<file path="src/rtl/bloom_filter_insert_query_top_defines.svh">
// Assertion macros shared by the Bloom filter RTL.
// No dependencies; included by modules that carry concurrent assertions.
`ifndef BLOOM_FILTER_INSERT_QUERY_TOP_DEFINES_SVH
`define BLOOM_FILTER_INSERT_QUERY_TOP_DEFINES_SVH

// Same-cycle implication, disabled while reset is asserted.
`define BFQ_ASSERT_IMPLIES(label, clk, rst_n, ante, cons, msg) \
    label: assert property (@(posedge clk) disable iff (!(rst_n)) (ante) |-> (cons)) \
        else $error(msg);

// Next-cycle implication, disabled while reset is asserted.
`define BFQ_ASSERT_NEXT(label, clk, rst_n, ante, cons, msg) \
    label: assert property (@(posedge clk) disable iff (!(rst_n)) (ante) |=> (cons)) \
        else $error(msg);

`endif

</file>
<file path="src/rtl/bfq_pkg.sv">
// Shared constants and types for the Bloom filter insert/query block.
// No dependencies; used by bfq_mod and bloom_filter_insert_query_top.
`default_nettype none

package bfq_pkg;

    // Storage sizes.
    localparam int MAX_WORDS     = 4096;
    localparam int MAX_FUNCTIONS = 16;
    localparam int WORD_AW       = $clog2(MAX_WORDS);
    localparam int FUNC_AW       = $clog2(MAX_FUNCTIONS);
    localparam int FUNC_CW       = $clog2(MAX_FUNCTIONS + 1);

    // Field widths.
    localparam int KEY_W         = 32;
    localparam int MODE_W        = 2;
    localparam int SHIFT_W       = 6;
    localparam int NUM_FUNC_W    = 5;
    localparam int FILTER_BITS_W = 18;
    localparam int BIT_SEL_W     = 5;
    localparam int CFG_IDX_W     = 2;

    // Remainder unit: bits of the dividend consumed per cycle.
    localparam int MOD_STEPS     = 4;
    localparam int MOD_CYCLES    = KEY_W / MOD_STEPS;
    localparam int MOD_CNT_W     = $clog2(MOD_CYCLES);

    // Command codes.
    localparam logic [MODE_W-1:0] MODE_INSERT = 2'd0;
    localparam logic [MODE_W-1:0] MODE_QUERY  = 2'd1;
    localparam logic [MODE_W-1:0] MODE_LOAD   = 2'd2;

    // Configuration register indexes.
    localparam logic [CFG_IDX_W-1:0] CFG_NUM_FUNCTIONS = 2'd0;
    localparam logic [CFG_IDX_W-1:0] CFG_FILTER_BITS   = 2'd1;

    // Configuration reset values.
    localparam logic [NUM_FUNC_W-1:0]    NUM_FUNCTIONS_RST = 5'd10;
    localparam logic [FILTER_BITS_W-1:0] FILTER_BITS_RST   = 18'd131072;

endpackage

`default_nettype wire

</file>
<file path="src/rtl/bfq_mod.sv">
// Iterative restoring remainder unit: 32-bit dividend modulo an 18-bit divisor.
// Depends on bfq_pkg.
`default_nettype none

module bfq_mod (
    input  wire logic                              i_clk,
    input  wire logic                              i_rst_n,
    input  wire logic                              i_start,
    input  wire logic [bfq_pkg::KEY_W-1:0]         i_dividend,
    input  wire logic [bfq_pkg::FILTER_BITS_W-1:0] i_divisor,
    output logic                                   o_done,
    output logic      [bfq_pkg::FILTER_BITS_W-1:0] o_rem
);

    localparam int RW = bfq_pkg::FILTER_BITS_W;

    logic                          r_busy;
    logic                          n_busy;
    logic                          r_done;
    logic                          n_done;
    logic [bfq_pkg::MOD_CNT_W-1:0] r_cnt;
    logic [bfq_pkg::MOD_CNT_W-1:0] n_cnt;
    logic [bfq_pkg::KEY_W-1:0]     r_dvd;
    logic [bfq_pkg::KEY_W-1:0]     n_dvd;
    logic [RW-1:0]                 r_rem;
    logic [RW-1:0]                 n_rem;
    logic [RW:0]                   v_rem;

    // Several compare-and-subtract steps per cycle on the partial remainder.
    always_comb begin
        v_rem = {1'b0, r_rem};
        for (int k = 0; k < bfq_pkg::MOD_STEPS; k++) begin
            v_rem = {v_rem[RW-1:0], r_dvd[bfq_pkg::KEY_W-1-k]};
            if (v_rem >= {1'b0, i_divisor}) begin
                v_rem = v_rem - {1'b0, i_divisor};
            end
        end
    end

    // Sequencing of the iterations.
    always_comb begin
        n_busy = r_busy;
        n_done = 1'b0;
        n_cnt  = r_cnt;
        n_dvd  = r_dvd;
        n_rem  = r_rem;
        if (i_start) begin
            n_busy = 1'b1;
            n_cnt  = '0;
            n_dvd  = i_dividend;
            n_rem  = '0;
        end else if (r_busy) begin
            n_dvd = r_dvd << bfq_pkg::MOD_STEPS;
            n_rem = v_rem[RW-1:0];
            n_cnt = r_cnt + 1'b1;
            if (r_cnt == bfq_pkg::MOD_CNT_W'(bfq_pkg::MOD_CYCLES - 1)) begin
                n_busy = 1'b0;
                n_done = 1'b1;
            end
        end
    end

    // Control registers.
    always_ff @(posedge i_clk) begin
        if (!i_rst_n) begin
            r_busy <= 1'b0;
            r_done <= 1'b0;
            r_cnt  <= '0;
        end else begin
            r_busy <= n_busy;
            r_done <= n_done;
            r_cnt  <= n_cnt;
        end
    end

    // Datapath registers.
    always_ff @(posedge i_clk) begin
        r_dvd <= n_dvd;
        r_rem <= n_rem;
    end

    // A zero-sized filter maps every hash to position zero.
    assign o_done = r_done;
    assign o_rem  = (i_divisor == '0) ? '0 : r_rem;

endmodule

`default_nettype wire

</file>
<file path="config.mk">
export PLATFORM = sky130hd
export DESIGN_NAME = bfq_mod
export DESIGN_NICKNAME = d
export VERILOG_FILES = /design/src/rtl/bloom_filter_insert_query_top_defines.svh /design/src/rtl/bfq_pkg.sv /design/src/rtl/bfq_mod.sv
export SDC_FILE = /design/constraint.sdc
export NUM_CORES = 1
export LEC_CHECK = 0
export ABC_AREA = 1
export ABC_CLOCK_PERIOD_IN_PS = 10600
export BUFFER_PORTS_ARGS = -buffer_cell sky130_fd_sc_hd__buf_2
export CORE_AREA = 2 2 103 155
export CTS_CLUSTER_SIZE = 24
export DETAILED_ROUTE_END_ITERATION = 8
export DIE_AREA = 0 0 105 157
export HOLD_SLACK_MARGIN = 0.15
export PLACE_DENSITY_LB_ADDON = 0.08
export SLEW_MARGIN = 20
export SYNTH_ARGS = -nofsm -noshare
export SYNTH_HDL_FRONTEND = slang
export SYNTH_SLANG_ARGS = --single-unit
</file>
<file path="constraint.sdc">
create_clock -name i_clk -period 10.6 [get_ports i_clk]
set_input_delay 0.53 -clock i_clk [delete_from_list [all_inputs] [get_ports i_clk]]
set_output_delay 0.53 -clock i_clk [all_outputs]
set_load 0.05 [all_outputs]
</file>
==> impl_metrics.toml, run 1 <==
[clocking]
root_buffer = "clkbuf_16"
cts.path.max_buffers = 2
clock_latency_ps = 300
htree_levels = 2
postCtsHoldBufs = 0
cts_setup_buffers = 0
cts_sinks = 55
cts_tree = "done"
cts_resized = 0
clkSlewWorstSetupHoldPaths_ps = 70
numCtsBuffers = 5

[setup_path]
startpoint = "i_divisor[12]"
cp_top_family = "simple AND/OR/NAND/NOR gates"
worstSetupEndpointType = "flop"
cp_num_buf_inv = 6
crit_arrival_ps = 9460
r2r_start = "r_rem[16]"
cpMaxStageDelayCell = "a21oi_4"
critical_path_class = "in2reg"
cp_max_fo = 20
start_kind = "input port"
cp_data_required_time_ps = 10840
cpPeakStageDelay_ps = 490
crit_top_cell = "nand2_1"

[detailed_routing]
wl_mm = 24.4
drtPass1Iterations = 5
drc = 0
ant_nets = 0
vias_per_cell = 5.27
vias = 7715
routedWlPerCell_um = 16.7
dr.first_iter.drc_count = 562

[synth]
ys.flop_type = "edfxtp_1"
netlist_instances = 1204
synth_area_um2 = 7440
synth_nets = 1335
synth.cells.most_frequent = "nand2_1, inv_1, nand3_1"
ys_ff_latch = 55
yosysTopAreaCellShare_pct = 23.1
syn_area_per_cell_um2 = 6.18
synth-warning-count = 0
synth_edf_count = 32
ys_async_sr_fraction_pct = 0
synth_top_area_cell = "nand2_1"
ys_seq_area_share_pct = 19.1
synthTopCellsByArea = "nand2_1, edfxtp_1, ha_1, inv_1, nand3_1"
synthMostInstantiatedCell = "nand2_1"
synth_cell_types = 44

[floorplan]
start_util_pct = 49.6
dieWidth_um = 105
io_pins = 72
die_y_um = 157
rows = 55
die_area_um2 = 16500
core_area_um2 = 15000

[timing]
final_hold_viol_count = 0
tightest_slew_ps = 833
rsz0062_at_grt = "no"
fmax_mhz = 108
setup_viol = 0
relSlewSlack_pct = 44.4
fin_skew_ps = 5.02
layout_min_cycle_time_ps = 9220
tns_ps = 0
fin_crit_sh_pct = 87.0
slew_violations = 0

[status]
status = "finished clean"

[finish]
drive_above_1_share_pct = 10.4
syn2layout_area_growth_pct = 9.41
diodes = 0
final_nets = 1394
finalNonFillerCells = 1463

[global_routing]
grt_overflow_total = 0
grt_use_total_pct = 30.2
grt_pass1_vias = 7633
antenna_found_initial = 0
grt_max_degree = 36
grt_pass1_wl_mm = 38.6

[place]
gp_congestion = 1.01
io_buffers = 71
dp_hpwl_mm = 20.0
dp_cells = 1455

[hold_path]
holdCritPathClass = "reg2reg"
holdCritStartpoint = "r_cnt[1]"

[job]
cap_violations = 0
==> state kept, by name, indices dropped and copies added, names as in the netlist <==
name,flops
r_busy,1
r_dvd,32
r_rem,18
r_cnt,3
o_done,1
==> cell usage in the layout, fill, tap and decap left out, types with 2 or more instances in the layout <==
| cell | netlist | routed |
|---|---|---|
| nand2_1 | 458 | 458 |
| inv_1 | 184 | 184 |
| nand3_1 | 107 | 107 |
| ha_1 | 74 | 74 |
| buf_2 | 7 | 71 |
| a21oi_1 | 60 | 60 |
| nor2_1 | 54 | 54 |
| edfxtp_1 | 32 | 32 |
| xnor2_1 | 28 | 28 |
| nand4_1 | 26 | 26 |
| xor2_1 | 26 | 26 |
| dfxtp_1 | 23 | 23 |
| o21ai_0 | 18 | 18 |
| inv_2 | 11 | 11 |
| nand2_2 | 8 | 8 |
| buf_4 | 2 | 7 |
| nor3_1 | 7 | 6 |
| nand3_4 | 5 | 5 |
| a31oi_1 | 5 | 5 |
| clkbuf_16 | 0 | 5 |
| nand3_2 | 4 | 4 |
| a21o_1 | 4 | 4 |
| o21bai_1 | 4 | 4 |
| nor4_1 | 4 | 4 |
| fa_1 | 4 | 4 |
| nor2_4 | 3 | 3 |
| nor2_2 | 3 | 3 |
| nand4_4 | 3 | 3 |
| and3_1 | 3 | 3 |
| nand2_4 | 3 | 3 |
| nand3b_1 | 3 | 3 |
| o21a_1 | 2 | 2 |
| a21oi_4 | 2 | 2 |
| o21ai_1 | 2 | 2 |
==> kinds of logic after synthesis <==
kind of cell,after synthesis,share of synthesized area (%)
and+or+nand+nor,692,41.3
buffers and inverters,222,11.8
AOI/OAI and AO/OA,103,7.93
adders and majority gates,78,13.5
DFF,55,19.1
xor gates and xnor gates,54,6.36
==> worst paths after layout <==
check                            endpoint  slack [ps]  depth (start not counted)
worst max-delay path            r_rem[17]        1380                         56
worst min-delay path             r_cnt[1]         470                          2
worst max register to register  r_rem[17]        1580                         54
worst min register to register   r_cnt[1]         470                          2
==> metal layers <==
layer  GRT usage, %  vias up  wire length (um)  part of all wire [%]
met5              0        -                 0                     0
met4           17.7        0              1670                   6.8
met3           2.32       66              1050                   4.3
met2           56.8      247             12300                    50
met1           32.9     3444              9380                    38
li1               -     3958                 -                     -
==> worst min-delay path: stages, from the launching register on <==
cell and delay (ps):
dfxtp_1 310, nand2_1 60, a21oi_1 50
==> cell type report <==
| class | instances | area, um^2 |
|---|---|---|
| flip-flops and latches | 55 | 1420 |
| repair buffers | 78 | 408 |
| well taps | 199 | 249 |
| fillers | 1635 | 6870 |
| clock inverters | 3 | 46.3 |
| inverters | 196 | 737 |
| multi-input cells | 927 | 5150 |
| clock buffers | 5 | 125 |
==> per-stage QoR <==
step           area [um^2]  worst slack (ps)  hold slack [ps]  utilization (%)
2_1_floorplan         7440              3070              443                -
3_3_place_gp          7960              1290              453             53.0
3_5_place_dp          7960              1210              461             53.0
4_1_cts               8130              1470              467             54.2
5_1_grt               8140               492              476             54.2
6_report              8140              1380              467             54.2
Power of run 1 is not shown: default switching activity piles up to over one toggle a cycle in this logic, so the estimate is an artifact.
==> inputs of run 2 (changes only) <==
--- a/config.mk
+++ b/config.mk
@@ -5,13 +5,12 @@
 export SDC_FILE = /design/constraint.sdc
 export NUM_CORES = 1
 export LEC_CHECK = 0
-export ABC_AREA = 1
 export ABC_CLOCK_PERIOD_IN_PS = 10600
 export BUFFER_PORTS_ARGS = -buffer_cell sky130_fd_sc_hd__buf_2
-export CORE_AREA = 2 2 103 155
+export CORE_AREA = 2 2 101 151
 export CTS_CLUSTER_SIZE = 24
 export DETAILED_ROUTE_END_ITERATION = 8
-export DIE_AREA = 0 0 105 157
+export DIE_AREA = 0 0 103 153
 export HOLD_SLACK_MARGIN = 0.15
 export PLACE_DENSITY_LB_ADDON = 0.08
 export SLEW_MARGIN = 20
==> run 2 against run 1 <==
Cell area down 2.7%. Clock-buffer cell count unchanged. Die area down 4.4%. First-iteration DRC count down 47%. Critical endpoint is now r_rem[13].
==> impl_metrics.toml, run 2 <==
[synth]
ys_ff_latch = 55
synth_area_um2 = 7070
synth-warning-count = 0
synthMostInstantiatedCell = "nor2_1"
synth_top_area_cell = "edfxtp_1"
synth_edf_count = 32
ys_seq_area_share_pct = 20.1
synth_cell_types = 77
ys_async_sr_fraction_pct = 0
synth_nets = 963
netlist_instances = 832
yosysTopAreaCellShare_pct = 13.6
synthTopCellsByArea = "edfxtp_1, ha_1, mux2_2, dfxtp_1, xnor2_1"
synth.cells.most_frequent = "nor2_1, ha_1, mux2_2"
syn_area_per_cell_um2 = 8.50
ys.flop_type = "edfxtp_1"

[clocking]
numCtsBuffers = 5
postCtsHoldBufs = 0
cts_tree = "done"
root_buffer = "clkbuf_16"
htree_levels = 2
clock_latency_ps = 300
cts_setup_buffers = 0
cts_sinks = 55
cts.path.max_buffers = 2
clkSlewWorstSetupHoldPaths_ps = 80
cts_resized = 0

[detailed_routing]
drc = 0
vias_per_cell = 6.02
vias = 6672
drtPass1Iterations = 5
ant_nets = 0
dr.first_iter.drc_count = 297
routedWlPerCell_um = 21.0
wl_mm = 23.3

[setup_path]
cpMaxStageDelayCell = "a311oi_1"
critical_path_class = "reg2reg"
crit_arrival_ps = 10260
worstSetupEndpointType = "flop"
r2r_end = "r_rem[13]"
reg2reg_slack_ps = 540
cp_num_buf_inv = 6
r2r_start = "r_dvd[31]"
start_kind = "flop"
cp_data_required_time_ps = 10790
cp_max_fo = 11
r2r_cells = 39
cpPeakStageDelay_ps = 530
cp_top_family = "compound AO/OA/AOI/OAI gates"

[place]
gp_congestion = 0.957
io_buffers = 71
post-place-ws_ps = 319
dp_hpwl_mm = 19.3

[finish]
final_nets = 1043
largestRegisters = "r_dvd (32), r_rem (18), r_cnt (3)"
final_common_cell = "nor2_1"
mostFrequentLayoutCells = "nor2_1, ha_1, buf_2, mux2_2"
top_register = "r_dvd"
largest_reg_flops = 32
utilization_pct = 54.7
syn2layout_area_growth_pct = 11.9
drive_above_1_share_pct = 21.8
diodes = 0

[floorplan]
io_pins = 72
rows = 54
die_area_um2 = 15800
dieWidth_um = 103
die_y_um = 153
start_util_pct = 48.9
core_area_um2 = 14500

[timing]
fin_ws_ps = 537
setup_viol = 0
fin_crit_sh_pct = 94.9
slew_violations = 0
fin_skew_ps = 9.64
holdWs_ps = 450
tns_ps = 0
relSlewSlack_pct = 51.3
fmax_mhz = 99.4
layout_min_cycle_time_ps = 10060
final_hold_viol_count = 0
rsz0062_at_grt = "no"
tightest_slew_ps = 724

[global_routing]
grtUsageMet2_pct = 54.5
grt_busiest_layer = "met2"
grt_pass1_wl_mm = 35.6
grt_max_degree = 56
grt_pass1_vias = 6580
use_met1_pct = 32.2
grt_overflow_total = 0
antenna_found_initial = 0
grtUsageMet3_pct = 2.93
grt_use_total_pct = 29.7

[job]
cap_violations = 0

[hold_path]
holdCritStartpoint = "i_rst_n"
whs_path_depth = 2
holdCritPathClass = "in2reg"
min_to = "r_busy"

[status]
status = "finished clean"
-- run 2: changes by cell type after synthesis, moves of 12 or more --
cell      before  now
nand2_1      458   53
nand4_1       26   14
nand3_1      107   21
inv_1        184   54
a211oi_1       0   17
nand2b_1       0   14
mux2_2         0   58
nor2_1        54   77
mux2i_1        0   17
nor2b_1        0   26
o21ai_0       18   30
xor2_1        26    9
-- run 2: area by class of cell --
class	instances	area [um^2]
Inverter	54	203
Timing Repair Buffer	101	606
Clock buffer	5	125
Fill cell	1483	6550
Tap cell	196	245
Clock inverter	3	27.5
Sequential cell	55	1420
Multi-Input combinational cell	695	5290
-- run 2: how the worst max path moves through the flow --
stage / from / endpoint / slack [ps] / depth (start not counted)
floorplan: i_divisor[2] / r_rem[2] / 1050 / 44
global placement: i_divisor[1] / r_rem[13] / 510 / 42
detailed placement: i_divisor[1] / r_rem[13] / 320 / 40
CTS: i_divisor[1] / r_rem[13] / 600 / 40
global route: i_divisor[6] / r_rem[9] / 50 / 39
finish: r_dvd[31] / r_rem[13] / 540 / 39
-- run 2: worst register-to-register path: cells and delay by family, from the launching register on --
kind,cells,cell delay [ps]
DFF,1,510
and+or+nand+nor,7,1570
buffers and inverters,6,900
muxes,4,1160
AOI/OAI and AO/OA,16,3980
xor gates and xnor gates,1,140
adders and majority gates,5,1670
-- run 2: per-stage QoR --
stage / area [um^2] / instances
2_1_floorplan: 7070 / 832
3_3_place_gp: 7760 / 1101
3_5_place_dp: 7760 / 1101
4_1_cts: 7910 / 1109
5_1_grt: 7910 / 1109
6_report: 7910 / 1109
-- run 2: routing by layer --
layer  vias to the layer above  wire [um]  part of all wire [%]
met4                         0       1410                   6.0
met2                       165      12400                    53
met5                         -          0                     0
met3                        59        759                   3.3
li1                       3254          -                     -
met1                      3194       8730                    38
-- run 2: cells by family (layout without fill, tap and decap cells) --
| group | Yosys count | count (layout) | synth area share [%] |
|---|---|---|---|
| simple gates | 283 | 283 | 20.9 |
| compound gates | 211 | 211 | 21.6 |
| buf+inv | 82 | 163 | 5.24 |
| fa+ha+maj | 78 | 78 | 14.2 |
| mux | 77 | 77 | 12.2 |
| flops | 55 | 55 | 20.1 |
| xor+xnor | 46 | 46 | 5.70 |
Power of run 2 is left out for the same reason.
==> inputs of run 3 (changes only) <==
--- a/config.mk
+++ b/config.mk
@@ -5,14 +5,15 @@
 export SDC_FILE = /design/constraint.sdc
 export NUM_CORES = 1
 export LEC_CHECK = 0
-export ABC_CLOCK_PERIOD_IN_PS = 10600
+export ABC_CLOCK_PERIOD_IN_PS = 11250
 export BUFFER_PORTS_ARGS = -buffer_cell sky130_fd_sc_hd__buf_2
 export CORE_AREA = 2 2 101 151
 export CTS_CLUSTER_SIZE = 24
 export DETAILED_ROUTE_END_ITERATION = 8
 export DIE_AREA = 0 0 103 153
 export HOLD_SLACK_MARGIN = 0.15
-export PLACE_DENSITY_LB_ADDON = 0.08
+export MAX_ROUTING_LAYER = met4
+export PLACE_DENSITY = 0.74
 export SLEW_MARGIN = 20
 export SYNTH_ARGS = -nofsm -noshare
 export SYNTH_HDL_FRONTEND = slang
==> constraint.sdc (replaced) <==
create_clock -name i_clk -period 11.25 [get_ports i_clk]
set_input_delay 0.5625 -clock i_clk [delete_from_list [all_inputs] [get_ports i_clk]]
set_output_delay 0.5625 -clock i_clk [all_outputs]
set_load 0.05 [all_outputs]
==> run 3 against run 2 <==
Cell count decreased by 1.7%. Utilization decreased by 0.91 points. Sequential share of layout area increased by 0.30 points. Die area unchanged. Via count increased by 0.39%. Register-to-register slack improved by 260 ps. Critical path depth increased by 1.
==> impl_metrics.toml, run 3 (synthesized netlist as in run 2, its figures left out) <==
[finish]
top_register = "r_dvd"
final_common_cell = "nor2_1"
syn2layout_area_growth_pct = 10.0
mostFrequentLayoutCells = "nor2_1, ha_1, buf_2, mux2_2"
largestRegisters = "r_dvd (32), r_rem (18), r_cnt (3)"
multiInputGateArea_um2 = 5300
drive_above_1_share_pct = 20.4
fillers = 1417
diodes = 0
final_nets = 1024
largest_reg_flops = 32
register_area_um2 = 1420

[detailed_routing]
dr.first_iter.drc_count = 432
drc = 0
routedWlPerCell_um = 19.0
vias = 6698
ant_nets = 0
vias_per_cell = 6.14
drtPass1Iterations = 5
wl_mm = 20.7

[floorplan]
die_y_um = 153
core_area_um2 = 14500
dieWidth_um = 103
rows = 54
io_pins = 72
die_area_um2 = 15800
start_util_pct = 48.9

[setup_path]
worstSetupEndpointType = "flop"
crit_arrival_ps = 10710
cp_num_buf_inv = 5
cpMaxStageDelayCell = "o32ai_1"
cp_max_fo = 24
cp_top_family = "compound AO/OA/AOI/OAI gates"
start_kind = "input port"
critical_path_class = "in2reg"
cpPeakStageDelay_ps = 500
cp_data_required_time_ps = 11440
crit_top_cell = "ha_1"

[timing]
fmax_mhz = 95.1
slew_violations = 0
fin_crit_sh_pct = 93.5
rsz0062_at_grt = "no"
relSlewSlack_pct = 49.3
layout_min_cycle_time_ps = 10520
holdWs_ps = 479
fin_skew_ps = 8.05
tightest_slew_ps = 745
final_hold_viol_count = 0
tns_ps = 0
setup_viol = 0
fin_ws_ps = 734

[place]
dp_hpwl_mm = 16.9
io_buffers = 71
post-place-ws_ps = 367
gp_congestion = 1.01

[clocking]
cts_sinks = 55
cts.path.max_buffers = 2
cts_setup_buffers = 0
cts_tree = "done"
clock_latency_ps = 300
root_buffer = "clkbuf_16"
numCtsBuffers = 5
htree_levels = 2
clkSlewWorstSetupHoldPaths_ps = 70

[global_routing]
grt_overflow_total = 0
grt_pass1_wl_mm = 33.4
antenna_found_initial = 0
grt_use_total_pct = 27.7
grt_pass1_vias = 6735
grt_max_degree = 55

[status]
status = "finished clean"

[job]
cap_violations = 0

[hold_path]
holdCritPathClass = "in2reg"
-- run 3: metal layers --
metal	share of wire [%]	vias to the layer above	global-route usage [%]
li1	-	3205	-
met4	6.8	0	16.0
met1	38	3144	29.8
met5	0	-	-
met3	5.1	104	3.61
met2	50	245	47.3
-- run 3: area by class of cell --
cell class / count / share of cell area [%]
sequential: 55 / 18.3
multi-input combinational: 695 / 68.1
clock buffer: 5 / 1.61
inverter: 54 / 2.60
clock inverter: 3 / 0.643
tap: 196 / 3.15
timing repair buffer: 82 / 5.63
-- run 3: path summary, 6_finish.rpt --
kind | startpoint | to | slack [ps] | cells past startpoint
max reg2reg | r_rem[7] | r_rem[10] | 800 | 38
min | i_rst_n | r_busy | 480 | 2
min reg2reg | r_cnt[1] | r_cnt[1] | 510 | 2
max | i_divisor[10] | r_rem[10] | 730 | 40
-- run 3: through the flow --
stage	utilization [%]	cell area, um^2	cells
global placement	52.5	7590	1082
finish	53.8	7780	1090
CTS	53.7	7770	1090
global route	53.8	7780	1090
detailed placement	52.5	7590	1082
floorplan	-	7070	832
-- run 3: timing repair --
action	CTS	global route
resized for setup	0	3
hold buffers	0	0
setup endpoints to repair	0	16
Power of run 3 is left out for the same reason.
